[config.mk]
export PLATFORM = sky130hd
export DESIGN_NAME = cau_cell
export DESIGN_NICKNAME = d
export VERILOG_FILES = /design/src/rtl/cau_pkg.sv /design/src/rtl/cau_cell.sv
export SDC_FILE = /design/constraint.sdc
export NUM_CORES = 1
export LEC_CHECK = 0
export ABC_AREA = 1
export BUFFER_PORTS_ARGS = -buffer_cell sky130_fd_sc_hd__buf_2
export CORE_AREA = 10 10 251 253
export CTS_BUF_LIST = sky130_fd_sc_hd__clkbuf_8
export CTS_CLUSTER_SIZE = 16
export DETAILED_ROUTE_END_ITERATION = 10
export DIE_AREA = 0 0 261 263
export HOLD_SLACK_MARGIN = 0.03
export PLACE_DENSITY = 0.66
export REMOVE_ABC_BUFFERS = 1
export SYNTH_ARGS = -nofsm -noshare
export SYNTH_HDL_FRONTEND = slang
export SYNTH_SLANG_ARGS = --single-unit
[constraint.sdc]
create_clock -name clk -period 5.7 [get_ports clk]
set_input_delay 0.285 -clock clk [delete_from_list [all_inputs] [get_ports clk]]
set_output_delay 0.285 -clock clk [all_outputs]
set_load 0.05 [all_outputs]
[src/rtl/cau_pkg.sv]
package cau_pkg;

  localparam int DATA_WIDTH = 32;
  localparam int FRAC_BITS  = 16;
  localparam int PROD_WIDTH = 2 * DATA_WIDTH;
  localparam int QUO_WIDTH  = DATA_WIDTH;
  localparam int NUM_WIDTH  = PROD_WIDTH + FRAC_BITS;
  localparam int TOP_WIDTH  = NUM_WIDTH - QUO_WIDTH;
  localparam int CMP_WIDTH  = (TOP_WIDTH > PROD_WIDTH) ? TOP_WIDTH : PROD_WIDTH;
  localparam int SUM_WIDTH  = PROD_WIDTH + 2;

  typedef enum logic [1:0] {
    OP_ADD = 2'd0,
    OP_SUB = 2'd1,
    OP_MUL = 2'd2,
    OP_DIV = 2'd3
  } op_t;

  typedef logic signed [DATA_WIDTH-1:0] word_t;

  localparam word_t WORD_MAX = {1'b0, {(DATA_WIDTH-1){1'b1}}};
  localparam word_t WORD_MIN = {1'b1, {(DATA_WIDTH-1){1'b0}}};

  typedef struct packed {
    word_t val;
    logic  sat;
  } clip_t;

  // One divider lane: partial remainder and dividend/quotient shift word
  typedef struct packed {
    logic                  neg;
    logic                  ovf;
    logic [PROD_WIDTH-1:0] rem;
    logic [QUO_WIDTH-1:0]  quo;
  } div_lane_t;

  // Everything one item carries along the cell chain
  typedef struct packed {
    logic                  valid;
    op_t                   op;
    logic                  dz;
    word_t                 alt_real;
    word_t                 alt_imag;
    logic                  alt_sat;
    logic [PROD_WIDTH-1:0] den;
    div_lane_t             re;
    div_lane_t             im;
  } cell_t;

  // Clip a wide signed value to the word range
  function automatic clip_t clip_word(input logic signed [SUM_WIDTH-1:0] v);
    clip_t r;
    logic signed [SUM_WIDTH-1:0] hi;
    logic signed [SUM_WIDTH-1:0] lo;
    hi = SUM_WIDTH'(WORD_MAX);
    lo = SUM_WIDTH'(WORD_MIN);
    if (v > hi) begin
      r.val = WORD_MAX;
      r.sat = 1'b1;
    end else if (v < lo) begin
      r.val = WORD_MIN;
      r.sat = 1'b1;
    end else begin
      r.val = v[DATA_WIDTH-1:0];
      r.sat = 1'b0;
    end
    return r;
  endfunction

endpackage

[src/rtl/cau_cell.sv]
module cau_cell (
  input  logic           clk,
  input  logic           rst,
  input  logic           en,
  input  cau_pkg::cell_t in,
  output cau_pkg::cell_t out
);

  localparam int PW = cau_pkg::PROD_WIDTH;
  localparam int QW = cau_pkg::QUO_WIDTH;

  // One restoring step: shift in the next dividend bit, try to subtract
  function automatic cau_pkg::div_lane_t lane_step(input cau_pkg::div_lane_t l,
                                                   input logic [PW-1:0] den);
    cau_pkg::div_lane_t r;
    logic [PW:0] sh;
    logic [PW:0] diff;
    logic        ge;
    sh    = {l.rem, l.quo[QW-1]};
    diff  = sh - {1'b0, den};
    ge    = sh >= {1'b0, den};
    r.neg = l.neg;
    r.ovf = l.ovf;
    r.rem = ge ? diff[PW-1:0] : sh[PW-1:0];
    r.quo = {l.quo[QW-2:0], ge};
    return r;
  endfunction

  always_ff @(posedge clk) begin
    if (rst) begin
      out.valid <= 1'b0;
    end else if (en) begin
      out.valid <= in.valid;
    end
  end

  always_ff @(posedge clk) begin
    if (en) begin
      out.op       <= in.op;
      out.dz       <= in.dz;
      out.alt_real <= in.alt_real;
      out.alt_imag <= in.alt_imag;
      out.alt_sat  <= in.alt_sat;
      out.den      <= in.den;
      out.re       <= lane_step(in.re, in.den);
      out.im       <= lane_step(in.im, in.den);
    end
  end

endmodule

==> summary.txt <==
Run status
  • Status: finished clean

Logic synthesis
  • Synth Instances: 3386
  • Post-synth top area share: 41.4%
  • Post-synthesis mux area share: 0.0421%
  • Syn avg cell area: 7.02 um^2
  • Xor and xnor fraction of the mapped netlist area: 2.28%
  • Yosys synthesis warning count: 0
  • Synth Area in Compound Gates: 2.30%
  • Netlist cell types: 39
  • Synth area leader: edfxtp_1
  • #FFs+latches synth: 329
  • Post-Synth Adder-Cell Area: 6.90%
  • Largest family of logic cells by synthesized area: simple AND/OR/NAND/NOR gates
  • Synth area leaders: edfxtp_1, nand2_1, inv_1, ha_1, nand3_1
  • Post-synthesis sequential area ratio: 41.5%
  • Mapped Area: 23800 um^2
  • Post-synthesis simple-gate area fraction: 34.7%

Floorplan
  • Full die area: 68600 um^2
  • Area of the core: 58200 um^2
  • Initial core utilization: 40.8%
  • Die height: 263 um
  • Row count: 89
  • Die W: 261 um
  • Num ports: 661

Layout
  • Multi-input combinational cell area: 11000 um^2
  • Commonest non-fill, non-tap cell in the layout: nand2_1
  • FF+latch area: 9870 um^2
  • Fin cells: 5233
  • Synthesis-to-layout area growth: 36.2%
  • Largest regs: out: 329 flops
  • Layout cell share with drive strength beyond 1: 17.8%
  • Fillers: 5580
  • Biggest register: out
  • Max FFs per register: 329
  • Nets: 4861
  • Highest-count cells in the layout ignoring fill and taps: nand2_1, inv_1, buf_2

Power
  • Leak: 17.6 nW
  • Switching Share: 41.0%
  • Comb pwr share: 36.9%
  • Int Power: 0.00505 W
  • VDD IR max: 181 uV
  • Pwr per Cell Area: 265 nW/um^2
  • Seq pwr share: 36.3%
  • Clk pwr share: 26.8%
  • Switching power total: 0.00351 W

STA
  • Final setup violation count: 0
  • Tmin final: 3.46 ns
  • Clock Skews: 0 ns
  • Final setup margin: 2.24 ns
  • Final period util: 60.7%
  • Setup TNS Final: 0 ns
  • Slew @ Worst Pin: 0.907 ns
  • Fin Hold WS: 0.0672 ns
  • Rel. slew slack: 39.6%
  • Highest Clock Rate: 289 MHz
  • Pins over their slew limit: 0
  • Final Hold Vio Count: 0
  • RSZ-0062 raised after global routing: false

GRT
  • Global route overflow: 0
  • Global-route wire length before repair: 160 mm
  • Overall Global Routing Usage: 31.1%
  • Largest net degree at the start of global routing: 127
  • Vias in the first global route: 25500
  • Initial antenna violation count: 16

Place
  • IO buf count: 660
  • Placer congestion estimate: 1.05
  • Placed insts: 4787
  • Pre-CTS setup slack: 2.15 ns
  • Hpwl dp: 89.1 mm

Worst setup path
  • Arr. time, crit path: 3.89 ns
  • FF-to-FF path depth: 3
  • Crit path capture type: register
  • CP Max Fanout: 67
  • Cell family with most CP delay: simple AND/OR/NAND/NOR gates
  • Worst path depth: 14
  • Crit-path slowest cell: nand2_4
  • CP Cell Sequence: dlygate4sd3_1 > buf_2 > inv_1 > ha_1 > nand2_1 > nor2_2 > nand2_1 > nor2_1 > nand3_1 > o21ai_2 > nor2_4 > nand2_4 > nand3_1 > nand2_1
  • Critical path buffer and inverter count: 3
  • Crit-path most repeated cell: nand2_1
  • Critical Path Start Type: input pin
  • CP required: 6.13 ns
  • Crit-path max cell delay: 0.61 ns
  • Critical path class: in2reg

Min path
  • Hold Path Cell Cnt: 3
  • Hold/Removal Path Class: in2reg

Route
  • WL per Instance: 21.2 um
  • Vias: 25800
  • Mean number of vias per cell: 4.93
  • Post-DRT Antenna Nets: 0
  • DRT iter0 DRCs: 2414
  • DR pass1 iterations: 6
  • Routed Wire Length: 111 mm
  • DR DRC count: 0

Clock network
  • Worst-Skew Late Latency: 0.65 ns
  • Root buffer cell: clkbuf_8
  • CTS Sinks: 329
  • Cts bufs inserted: 58
  • CTS resizes: 0
  • Number of H-tree levels: 2
  • Clk buf depth: 3
  • Clk slew on worst S/H paths: 0.06 ns
  • CTS tree: yes

Run
  • Number of max-cap violations: 0
==> what timing repair did <==
action / in CTS / in global routing
setup buffers: 0 / 0
hold endpoints to repair: 324 / 0
hold buffers: 325 / 0
==> logic make-up after synthesis <==
logic type / count (synthesis)
AO/OA/AOI/OAI: 107
XOR/XNOR: 62
adder cells (fa/ha/maj): 130
buffers and inverters: 752
flip-flops: 329
multiplexers: 1
AND/OR/NAND/NOR: 2005
==> tightest hold or removal path: stages <==
cell	delay, ns
buf_2	0.12
nand3_1	0.14
nand2_1	0.10
==> power groups by stage <==
stage	registers (W)	clock network, W	logic [W]
6_report	0.00311	0.00230	0.00316
5_1_grt	0.00313	0.00245	0.00338
2_1_floorplan	0.00402	0	0.00107
4_1_cts	0.00311	0.00233	0.00313
3_3_place_gp	0.00315	0	0.00293
3_5_place_dp	0.00315	0	0.00294
==> area by class of cell <==
cell class                 instances  share of cell area [%]
timing repair buffer             992                    20.6
inverter                         713                    8.27
sequential                       329                    30.5
clock inverter                    49                    1.17
clock buffer                      58                    2.47
antenna                           14                   0.108
tap                              773                    2.99
multi-input combinational       2305                    34.0
==> stage by stage <==
stage | utilization [%] | instance area [um^2] | power (W)
after floorplan | - | 23500 | 0.00509
after global placement | 47.9 | 27900 | 0.00608
after detailed placement | 47.9 | 27900 | 0.00609
after CTS | 55.5 | 32300 | 0.00857
after global routing | 55.6 | 32400 | 0.00895
final | 55.6 | 32400 | 0.00857
==> metal layers <==
layer  global-route usage (%)  part of all wire, %  vias to the layer above
met2                     54.7                   49                     1172
met3                     5.01                  7.8                      215
met1                     36.3                   38                    11900
met5                        0                0.028                        -
li1                         -                    -                    12500
met4                     14.9                  5.0                        4
==> synthesized netlist by cell type (all sizes together) <==
| cell type | n |
|---|---|
| or2 | 3 |
| clkinv | 1 |
| nand3b | 32 |
| xor2 | 60 |
| and3 | 6 |
| and2 | 4 |
| buf | 20 |
| fa | 2 |
| ha | 128 |
| edfxtp | 328 |
| a21o | 1 |
| nor2 | 239 |
| nand4 | 15 |
| inv | 712 |
| a21oi | 87 |
| nand2 | 1394 |
| xnor2 | 2 |
| nor3 | 16 |
| clkbuf | 19 |
| o21bai | 2 |
| mux2i | 1 |
| o21ai | 17 |
| nor4 | 12 |
| dfxtp | 1 |
| nand3 | 284 |
==> worst paths after layout <==
path	start	to	slack (ns)
max	in[206]	out[169]$_DFFE_PP_	2.24
min	in[190]	out[191]$_DFFE_PP_	0.07
max reg2reg	out[328]$_SDFFE_PP0P_	out[328]$_SDFFE_PP0P_	4.54
min reg2reg	out[328]$_SDFFE_PP0P_	out[328]$_SDFFE_PP0P_	1.08
(Power assumes the default switching activity.)
